`config.mk`:
```
export PLATFORM = sky130hd
export DESIGN_NAME = hash_keystream_cipher_top
export DESIGN_NICKNAME = d
export VERILOG_FILES = /design/src/sv/hkc_pkg.sv /design/src/sv/hash_keystream_cipher_top.sv /design/src/sv/hkc_mac.sv
export SDC_FILE = /design/constraint.sdc
export NUM_CORES = 2
export LEC_CHECK = 0
export BUFFER_PORTS_ARGS = -buffer_cell sky130_fd_sc_hd__buf_2
export CAP_MARGIN = 15
export CORE_MARGIN = 2
export CORE_UTILIZATION = 55
export CTS_BUF_LIST = sky130_fd_sc_hd__clkbuf_8 sky130_fd_sc_hd__clkbuf_16
export CTS_CLUSTER_DIAMETER = 50
export DETAILED_ROUTE_END_ITERATION = 8
export PLACE_DENSITY = 0.72
export SLEW_MARGIN = 20
export SYNTH_ARGS = -nofsm -noshare
export SYNTH_HDL_FRONTEND = slang
export SYNTH_SLANG_ARGS = --single-unit
```
`constraint.sdc`:
```
create_clock -name clk_i -period 11.9 [get_ports clk_i]
set_clock_uncertainty 0.1 [all_clocks]
set_input_delay 2.38 -clock clk_i [delete_from_list [all_inputs] [get_ports clk_i]]
set_output_delay 2.38 -clock clk_i [all_outputs]
set_load 0.005 [all_outputs]
```
`src/sv/hkc_pkg.sv`:
```
// Shared types and constants for the hash keystream cipher.
package hkc_pkg;

  localparam int unsigned NUM_LANES = 4;
  localparam int unsigned KEY_WORDS = 4;
  localparam int unsigned IV_WORDS  = 2;
  localparam int unsigned ADDR_W    = 6;
  localparam int unsigned DATA_W    = 64;

  localparam logic [63:0] FNV_BASIS    = 64'hcbf29ce484222325;
  localparam logic [8:0]  FNV_PRIME_LO = 9'h1b3;
  localparam int unsigned PRIME_SHIFT  = 40;
  localparam int unsigned XS_SHIFT     = 33;

  localparam logic [2:0] REG_KEY0 = 3'd0;
  localparam logic [2:0] REG_KEY1 = 3'd1;
  localparam logic [2:0] REG_KEY2 = 3'd2;
  localparam logic [2:0] REG_KEY3 = 3'd3;
  localparam logic [2:0] REG_IV0  = 3'd4;
  localparam logic [2:0] REG_IV1  = 3'd5;

  typedef enum logic [3:0] {
    ST_IDLE = 4'b0001,
    ST_HASH = 4'b0010,
    ST_MIX  = 4'b0100,
    ST_OUT  = 4'b1000
  } state_e;

  typedef logic [63:0] lane_t;

  function automatic logic [8:0] mix_const(input logic [1:0] idx);
    logic [8:0] c;
    unique case (idx)
      2'd0: c = 9'd31;
      2'd1: c = 9'd37;
      2'd2: c = 9'd41;
      2'd3: c = 9'd43;
      default: c = 9'd31;
    endcase
    return c;
  endfunction

  function automatic lane_t lane_init(input logic [1:0] idx);
    return FNV_BASIS ^ {54'b0, idx, 8'h00};
  endfunction

endpackage

```
`src/sv/hash_keystream_cipher_top.sv`:
```
// Hash keystream cipher top level: APB registers, sequencer, lane store, output beat register.
// A byte inside a block is XORed with the keystream and registered the cycle after it is
// accepted; a byte opening a block first runs the hash, mix and out states. Lane updates go
// one per cycle via the single multiply-add unit; in-block bytes one per cycle unless stalled.
// Reset clears position, block counter, registers and control; lane store is not reset.
module hash_keystream_cipher_top #(
  parameter int unsigned KEY_BYTES = 32,
  parameter int unsigned IV_BYTES  = 16
) (
  input  logic                        clk_i,
  input  logic                        rst_ni,
  input  logic                        psel,
  input  logic                        penable,
  input  logic                        pwrite,
  input  logic [hkc_pkg::ADDR_W-1:0]  paddr,
  input  logic [hkc_pkg::DATA_W-1:0]  pwdata,
  output logic [hkc_pkg::DATA_W-1:0]  prdata,
  output logic                        pready,
  input  logic                        in_valid_i,
  output logic                        in_ready_o,
  input  logic [7:0]                  data_in_i,
  input  logic                        first_in_i,
  input  logic                        last_in_i,
  output logic                        out_valid_o,
  input  logic                        out_ready_i,
  output logic [7:0]                  data_out_o,
  output logic                        last_out_o
);
  import hkc_pkg::*;

  localparam int unsigned TOTAL_BYTES = KEY_BYTES + IV_BYTES;
  localparam int unsigned BCNT_W      = $clog2(TOTAL_BYTES);
  localparam logic [BCNT_W-1:0] BIDX_LAST = BCNT_W'(TOTAL_BYTES - 1);
  localparam logic [BCNT_W-1:0] KEY_END   = BCNT_W'(KEY_BYTES);
  localparam logic [3:0]        IV_LAST   = 4'(IV_BYTES - 1);

  lane_t key_q [KEY_WORDS];
  lane_t iv_q  [IV_WORDS];
  lane_t lanes_q [NUM_LANES];

  state_e            state_q;
  logic [1:0]        lane_q;
  logic [BCNT_W-1:0] bidx_q;
  logic [4:0]        pos_q;
  logic [7:0]        cnt_q;
  logic [7:0]        din_q;
  logic              last_q;
  logic              ovalid_q;
  logic [7:0]        dout_q;
  logic              lout_q;

  logic              cfg_wr;
  logic [2:0]        reg_idx;
  logic              accept;
  logic [4:0]        pos_eff;
  logic [7:0]        cnt_eff;
  logic [7:0]        ks_byte;
  logic              new_block;
  logic [4:0]        pos_src;
  logic [7:0]        cnt_src;
  logic              last_src;
  logic [4:0]        pos_nxt;
  logic [7:0]        cnt_nxt;
  logic [4:0]        key_idx;
  logic [3:0]        iv_idx;
  logic [7:0]        key_byte;
  logic [7:0]        iv_byte;
  logic [7:0]        hbyte;
  lane_t             mac_a;
  logic [8:0]        mac_c;
  lane_t             mac_add;
  lane_t             mac_y;
  lane_t             lane_new;

  // APB
  assign pready  = 1'b1;
  assign reg_idx = paddr[ADDR_W-1:3];
  assign cfg_wr  = psel & penable & pwrite;

  always_comb begin
    unique case (reg_idx)
      REG_KEY0: prdata = key_q[0];
      REG_KEY1: prdata = key_q[1];
      REG_KEY2: prdata = key_q[2];
      REG_KEY3: prdata = key_q[3];
      REG_IV0:  prdata = iv_q[0];
      REG_IV1:  prdata = iv_q[1];
      default:  prdata = '0;
    endcase
  end

  always_ff @(posedge clk_i or negedge rst_ni) begin
    if (!rst_ni) begin
      for (int i = 0; i < KEY_WORDS; i++) key_q[i] <= '0;
      for (int i = 0; i < IV_WORDS; i++) iv_q[i] <= '0;
    end else if (cfg_wr) begin
      unique case (reg_idx)
        REG_KEY0: key_q[0] <= pwdata;
        REG_KEY1: key_q[1] <= pwdata;
        REG_KEY2: key_q[2] <= pwdata;
        REG_KEY3: key_q[3] <= pwdata;
        REG_IV0:  iv_q[0]  <= pwdata;
        REG_IV1:  iv_q[1]  <= pwdata;
        default: ;
      endcase
    end
  end

  // Input side
  assign in_ready_o = (state_q == ST_IDLE) && (!ovalid_q || out_ready_i);
  assign accept     = in_valid_i & in_ready_o;
  assign pos_eff    = first_in_i ? 5'd0 : pos_q;
  assign cnt_eff    = first_in_i ? 8'd0 : cnt_q;
  assign new_block  = (pos_eff == 5'd0);
  assign ks_byte    = 8'(lanes_q[pos_eff[4:3]] >> {pos_eff[2:0], 3'b000});

  // Position / counter advance
  always_comb begin
    if (state_q == ST_OUT) begin
      pos_src  = 5'd0;
      cnt_src  = cnt_q;
      last_src = last_q;
    end else begin
      pos_src  = pos_eff;
      cnt_src  = cnt_eff;
      last_src = last_in_i;
    end
    if (last_src) begin
      pos_nxt = 5'd0;
      cnt_nxt = 8'd0;
    end else begin
      pos_nxt = pos_src + 5'd1;
      cnt_nxt = (pos_src == 5'd31) ? cnt_src + 8'd1 : cnt_src;
    end
  end

  // Hash byte source: key bytes, then IV bytes, last IV byte folds in the counter
  assign key_idx  = 5'(bidx_q);
  assign iv_idx   = 4'(bidx_q - KEY_END);
  assign key_byte = 8'(key_q[key_idx[4:3]] >> {key_idx[2:0], 3'b000});
  assign iv_byte  = 8'(iv_q[iv_idx[3]] >> {iv_idx[2:0], 3'b000});

  always_comb begin
    if (bidx_q < KEY_END) begin
      hbyte = key_byte;
    end else if (iv_idx == IV_LAST) begin
      hbyte = iv_byte ^ cnt_q;
    end else begin
      hbyte = iv_byte;
    end
  end

  // Shared multiply-add operands; lane 0 is always the one being updated
  always_comb begin
    if (state_q == ST_MIX) begin
      mac_a   = lanes_q[1];
      mac_c   = mix_const(lane_q);
      mac_add = lanes_q[0];
    end else begin
      mac_a   = lanes_q[0] ^ {56'b0, hbyte};
      mac_c   = FNV_PRIME_LO;
      mac_add = mac_a << PRIME_SHIFT;
    end
  end

  hkc_mac u_mac (
    .a_i   (mac_a),
    .c_i   (mac_c),
    .add_i (mac_add),
    .y_o   (mac_y)
  );

  assign lane_new = (state_q == ST_MIX) ? mac_y : (mac_y ^ (mac_y >> XS_SHIFT));

  // Lane store: rotates by one lane per update
  always_ff @(posedge clk_i) begin
    if (accept && new_block) begin
      for (int i = 0; i < NUM_LANES; i++) lanes_q[i] <= lane_init(2'(i));
    end else if (state_q == ST_HASH || state_q == ST_MIX) begin
      for (int i = 0; i < NUM_LANES - 1; i++) lanes_q[i] <= lanes_q[i+1];
      lanes_q[NUM_LANES-1] <= lane_new;
    end
  end

  // Sequencer
  always_ff @(posedge clk_i or negedge rst_ni) begin
    if (!rst_ni) begin
      state_q <= ST_IDLE;
      lane_q  <= '0;
      bidx_q  <= '0;
      pos_q   <= '0;
      cnt_q   <= '0;
      last_q  <= 1'b0;
      din_q   <= '0;
    end else begin
      unique case (state_q)
        ST_IDLE: begin
          if (accept) begin
            if (new_block) begin
              state_q <= ST_HASH;
              lane_q  <= '0;
              bidx_q  <= '0;
              pos_q   <= 5'd0;
              cnt_q   <= cnt_eff;
              din_q   <= data_in_i;
              last_q  <= last_in_i;
            end else begin
              pos_q <= pos_nxt;
              cnt_q <= cnt_nxt;
            end
          end
        end
        ST_HASH: begin
          lane_q <= lane_q + 2'd1;
          if (lane_q == 2'd3) begin
            if (bidx_q == BIDX_LAST) begin
              state_q <= ST_MIX;
              bidx_q  <= '0;
            end else begin
              bidx_q <= bidx_q + 1'b1;
            end
          end
        end
        ST_MIX: begin
          lane_q <= lane_q + 2'd1;
          if (lane_q == 2'd3) begin
            state_q <= ST_OUT;
          end
        end
        ST_OUT: begin
          state_q <= ST_IDLE;
          pos_q   <= pos_nxt;
          cnt_q   <= cnt_nxt;
        end
        default: state_q <= ST_IDLE;
      endcase
    end
  end

  // Output beat register
  always_ff @(posedge clk_i or negedge rst_ni) begin
    if (!rst_ni) begin
      ovalid_q <= 1'b0;
      dout_q   <= '0;
      lout_q   <= 1'b0;
    end else if (accept && !new_block) begin
      ovalid_q <= 1'b1;
      dout_q   <= data_in_i ^ ks_byte;
      lout_q   <= last_in_i;
    end else if (state_q == ST_OUT) begin
      ovalid_q <= 1'b1;
      dout_q   <= din_q ^ lanes_q[0][7:0];
      lout_q   <= last_q;
    end else if (out_ready_i) begin
      ovalid_q <= 1'b0;
    end
  end

  assign out_valid_o = ovalid_q;
  assign data_out_o  = dout_q;
  assign last_out_o  = lout_q;

endmodule

```
`src/sv/hkc_mac.sv`:
```
// Shared multiply-add unit: y = a * c + addend, low 64 bits.
module hkc_mac (
  input  hkc_pkg::lane_t a_i,
  input  logic [8:0]     c_i,
  input  hkc_pkg::lane_t add_i,
  output hkc_pkg::lane_t y_o
);
  import hkc_pkg::*;

  logic [72:0] prod;

  assign prod = {9'b0, a_i} * {64'b0, c_i};
  assign y_o  = prod[63:0] + add_i;

endmodule

```
# Yosys cells after proc, flatten, opt, wreduce, memory -nomap -nowiden
# Memory sizes are Yosys's and may differ from the RTL's.
# Cells that the tools add are included.
totals:
  reg_bits: 428
  ramBits: 256
  inputBits: 87
  out_inout_bits: 76
  elab_cells: 149
  memories: 1
mem_list:
  columns: ["name", "depth", "width", "read_ports", "rd_clocked_by_memory_dff", "write_ports", "line_no", "rtl"]
  rows:
  - ["lanes_q", 4, 64, 5, 0, 4, "hash_keystream_cipher_top.sv:39", "lane_t lanes_q [NUM_LANES];"]
classes:
  add_sub_neg: 6
  multipliers: 1
  order_cmp: 3
  eq_ne: 20
  shift: 3
  n_mux: 58
  bitwise_logic: 14
  n_reduce_logical: 27
op_table:
  columns: ["operator", "n"]
  rows:
  - ["64-bit two-way mux", 12]
  - ["64-bit one-hot mux with 6 select lines", 1]
  - ["64-bit by 6-bit >> shifter with 8-bit output", 3]
  - ["64-bit binary-select mux with 2-bit select", 1]
  - ["8-bit two-way mux", 10]
  - ["64-bit adder", 1]
  - ["64-bit by 9-bit multiplier with 64-bit output", 1]
  - ["64-bit by 31-bit bitwise XOR with 64-bit output", 1]
  - ["64-bit by 8-bit bitwise XOR with 64-bit output", 1]
  - ["9-bit one-hot mux with 4 select lines", 1]
  - ["5-bit two-way mux", 5]
  - ["6-bit two-way mux", 4]
  - ["8-bit bitwise XOR", 3]
  - ["4-bit two-way mux", 5]
  - ["8-bit one-hot mux with 2 select lines", 1]
  - ["2-bit AND reduction", 7]
  - ["4-bit one-hot mux with 3 select lines", 1]
  - ["6-bit one-hot mux with 2 select lines", 1]
  - ["1-bit two-way mux", 11]
  - ["5-bit one-hot mux with 2 select lines", 1]
  - ["9-bit two-way mux", 1]
  - ["8-bit by 1-bit adder with 8-bit output (second input constant)", 1]
  - ["4-bit == test (second input constant)", 2]
  - ["2-bit nonzero test", 4]
  - ["36 further kinds", 53]

# Depth between registers and ports, before layout
depth:
  word_depth: 16
  ltp_mapped: 34
  depth_no_buf: 32

# Cells and area by module
# A second synthesis with hierarchy kept.
hier_totals:
  cells_unflattened: 5223
  area_unflattened_um2: 53934.2
modules_own_cells:
  columns: ["module", "n_inst", "cells_each", "area_per_inst_um2", "seq_area_each_um2"]
  rows:
  - ["hash_keystream_cipher_top", 1, 3144, 35883.2, 18398.9]
  - ["hkc_mac", 1, 2079, 18051.1, 0.0]

# Worst setup path before layout
# OpenSTA, ideal clock, no wires.
synth_path:
  kind: "input port to flip-flop"
  startpoint: "in first_in_i"
  endpoint: "reg lane_q[0]"
  setup_ps: 368
  arrival_time_ps: 8800
  required_time_ps: 11432
  path_slack_ps: 2632
  path_stages: 9
  path_buffers: 2
  cell_sequence: "nand2b_1 > clkbuf_1 > nand2_1 > nor2_1 > and3_1 > clkbuf_1 > nor2_1 > inv_1 > a21oi_1"
synth_via:
  elab_chain_len: 4
synth_rtl:
  columns: ["element", "line_no", "rtl"]
  rows:
  - ["start, declared", "hash_keystream_cipher_top.sv:22", "input logic first_in_i,"]
  - ["5-bit two-way mux", "hash_keystream_cipher_top.sv:112", "assign pos_eff = first_in_i ? 5'd0 : pos_q;"]
  - ["5-bit logical NOT", "hash_keystream_cipher_top.sv:114", "assign new_block = (pos_eff == 5'd0);"]
  - ["2-bit inequality test (no source line)", null, null]
  - ["3-bit AND reduction (no source line)", null, null]
  - ["end signal, assigned", "hash_keystream_cipher_top.sv:214", "lane_q <= lane_q + 2'd1;"]
  - ["end signal, assigned", "hash_keystream_cipher_top.sv:225", "lane_q <= lane_q + 2'd1;"]
  - ["end, declared", "hash_keystream_cipher_top.sv:42", "logic [1:0] lane_q;"]
# No other way between the ends.
# A chain may end at the register's enable or synchronous reset.

==> flow_summary_export.csv <==
group,metric,value,unit
outcome,status,"finished with violations",
outcome,violations,"antenna rules",
global_routing,grt_pass1_vias,38332,
critical_path,crit_start,"bidx_q[3]$_DFFE_PN0P_",
yosys,synth_edf_count,256,
clocking,clk_pin_slew,0.06,ns
timing,max_slew_margin,0.1905,
yosys,syn-num-nets,5252,
floorplan,ios,163,
place,port_buffers,158,
critical_path,r2r_start,"bidx_q[3]$_DFFE_PN0P_",
finish,drive_above_1_share,0.2158,
finish,layout_common_cells,"inv_1 (463), dfrtp_1 (422), fa_1 (405), mux2_2 (393), nor2_1 (281)",
floorplan,core,91660,um^2
timing,finalSetupViolCount,0,
job,maxCapViolCount,0,
place,place_congestion,0.9975,
global_routing,grt_max_degree,162,
global_routing,grt_overflow,0,
critical_path,slowest_stage,"dfrtp_4",
clocking,cts_resized,0,
critical_path,worst_r2r_endpoint,"lanes_q[3][6]$_SDFFCE_PN0P_",
place,dpl_worst_slack,1.889,ns
critical_path,crit_fanout,34,
route,wl,155000,um
route,drc,0,
critical_path,crit_type,"flop to flop",
critical_path,crit_arrival,10.61,ns
timing,max_freq,97.07,MHz
yosys,ys_warn_count,0,
route,drt_pre_antenna_iters,6,
clocking,numCtsBuffers,95,
route,vias,37401,
global_routing,grt_pass1_wl,236800,um
clocking,tritoncts,"done",
timing,worst_slack,1.598,ns
floorplan,die_x,308.3,um
clocking,clock_path_buffers,3,
floorplan,die_height,308.3,um
critical_path,crit_buf_inv,3,
critical_path,cp-end-kind,"flop",
yosys,postSynthAreaPerCell,11.03,um^2
clocking,cts_max_level,3,
global_routing,grtUsageMet1,0.4278,
floorplan,dieArea,95060,um^2
worst_hold_path,worstHoldStart,"cnt_q[7]$_DFFE_PN0P_",
floorplan,fp-row-count,111,
clocking,cts_setup_buffers,0,
global_routing,antenna_found_initial,18,
clocking,insertion_delay,0.68,ns
route,drtAntennaViolNets,1,
yosys,ys_seq_area_frac,0.3612,
route,wl_per_cell,26.13,um
yosys,netlist_area,50940,um^2
critical_path,cp_slowest_stage_delay,0.80,ns
clocking,clock-sinks,684,
finish,final_common_cell,"inv_1",
yosys,synth_cell_type_count,87,
timing,max_slew.worst_pin.slew,1.212,ns
worst_hold_path,hp-class,"flop to flop",
timing,timing.setup.tns,0,ns
global_routing,top_usage_layer,"met2",
yosys,async_flop_share,0.6257,
global_routing,grt_use_total,0.3307,
timing,rsz0062_at_grt,"no",
critical_path,cp_common_cell,"fa_1",
route,via_per_inst,6.304,
critical_path,r2r_setup_slack,1.60,ns
finish,n_fill_cell,7482,
place,hpwl,108800,um
finish,syn2layout_area_growth,10.03,%
critical_path,cp.depth,30,
critical_path,crit_family,"compound AO/OA/AOI/OAI gates",
clocking,cts_root_buf,"clkbuf_16",
critical_path,startpoint_type,"flop",
timing,fin_crit_sh,0.8657,
finish,fin_nets,5292,
timing,hold_viol_final,0,
route,drtIter0Drc,4023,
global_routing,use_met3,0.06191,
yosys,syn_inst,4618,
floorplan,start_util,0.5557,
global_routing,met2_usage,0.5358,
yosys,ys_seq_elements,684,
critical_path,cp-endpoint,"lanes_q[3][6]$_SDFFCE_PN0P_",
timing,layout_min_cycle_time,10.30,ns
clocking,ctsHoldBuffers,0,
critical_path,worst_ep_required_time,12.21,ns
yosys,synth_ff_type,"dfrtp_1",
critical_path,reg2reg_depth,30,
timing,maxSlewViolCount,0,
[cell type report]
type,instances,area [um^2],share of cell area
sequential,684,18410,0.3285
timing repair buffer,223,1351,0.02411
clock buffer,105,2515,0.04487
clock inverter,70,710.7,0.01268
tap,1186,1484,0.02648
multi-input combinational,3200,29830,0.5323
inverter,454,1712,0.03054
antenna,11,27.53,0.0004911
[worst reg2reg max path: cells and delay by family (launching register included)]
family | cells | cell delay, ns
xor+xnor | 3 | 0.83
flops | 1 | 0.80
simple gates | 6 | 0.84
mux | 1 | 0.23
compound gates | 11 | 3.81
fa+ha+maj | 6 | 2.83
buf+inv | 3 | 0.61
[how the worst min path moves through the flow]
| stage | to | slack (ns) | cells past startpoint |
|---|---|---|---|
| floorplan | cnt_q[7]$_DFFE_PN0P_ | 0.35 | 1 |
| CTS | cnt_q[7]$_DFFE_PN0P_ | 0.41 | 1 |
| detailed placement | cnt_q[7]$_DFFE_PN0P_ | 0.39 | 1 |
| global placement | cnt_q[7]$_DFFE_PN0P_ | 0.38 | 1 |
| global route | cnt_q[7]$_DFFE_PN0P_ | 0.43 | 1 |
| finish | cnt_q[7]$_DFFE_PN0P_ | 0.42 | 1 |
[state kept, by name (all words and copies together) (netlist names)]
register and flops:
state_q 4, lanes_q 256, bidx_q 6, din_q 8, out_valid_o 1, iv_q 128
lane_q 2, last_q 1, data_out_o 8, last_out_o 1, pos_q 5, key_q 256
cnt_q 8
[cell families (layout without fill, tap and decap cells)]
logic type	count (synthesis)	in the layout	share of synthesized area
muxes	585	585	0.1484
and+or+nand+nor	1169	1169	0.1151
xor gates and xnor gates	121	121	0.02221
DFF	684	684	0.3612
adders and majority gates	547	547	0.1941
buffers and inverters	734	852	0.05574
other	1	12	0.00007362
AOI/OAI and AO/OA	777	777	0.1032
[cells in the mapped netlist (86+ instances only)]
master,number,share of area
mux2i_1,95,0.019
or2_2,87,0.011
inv_1,453,0.033
nor2b_1,192,0.024
nor2_1,290,0.021
ha_1,142,0.035
dfrtp_1,427,0.21
nand2_1,249,0.018
nand3_1,86,0.0084
edfxtp_1,256,0.15
fa_1,405,0.16
mux4_2,97,0.043
a22oi_1,203,0.030
and2_1,163,0.020
clkbuf_1,222,0.016
a21oi_1,195,0.019
mux2_2,393,0.087
[layer usage]
metal  routed length, um  part of all wire  vias up
li1                    -                 -    16114
met5                 140           0.00090        -
met2               73860              0.48     1749
met1               59520              0.38    19098
met3               12740             0.082      418
met4                8786             0.057       22
[stage by stage]
stage	std cells	hold WS (ns)	util	area [um^2]
global route	5928	0.4267	0.6113	56030
floorplan	4618	0.3504	-	50940
detailed placement	5747	0.3924	0.5759	52790
CTS	5922	0.4079	0.6111	56020
global placement	5747	0.3795	0.5759	52790
finish	5933	0.4186	0.6114	56050
Power is left out: the tool's default activity adds up to more than one toggle a clock period on the data nets, which glitch-free logic cannot reach.
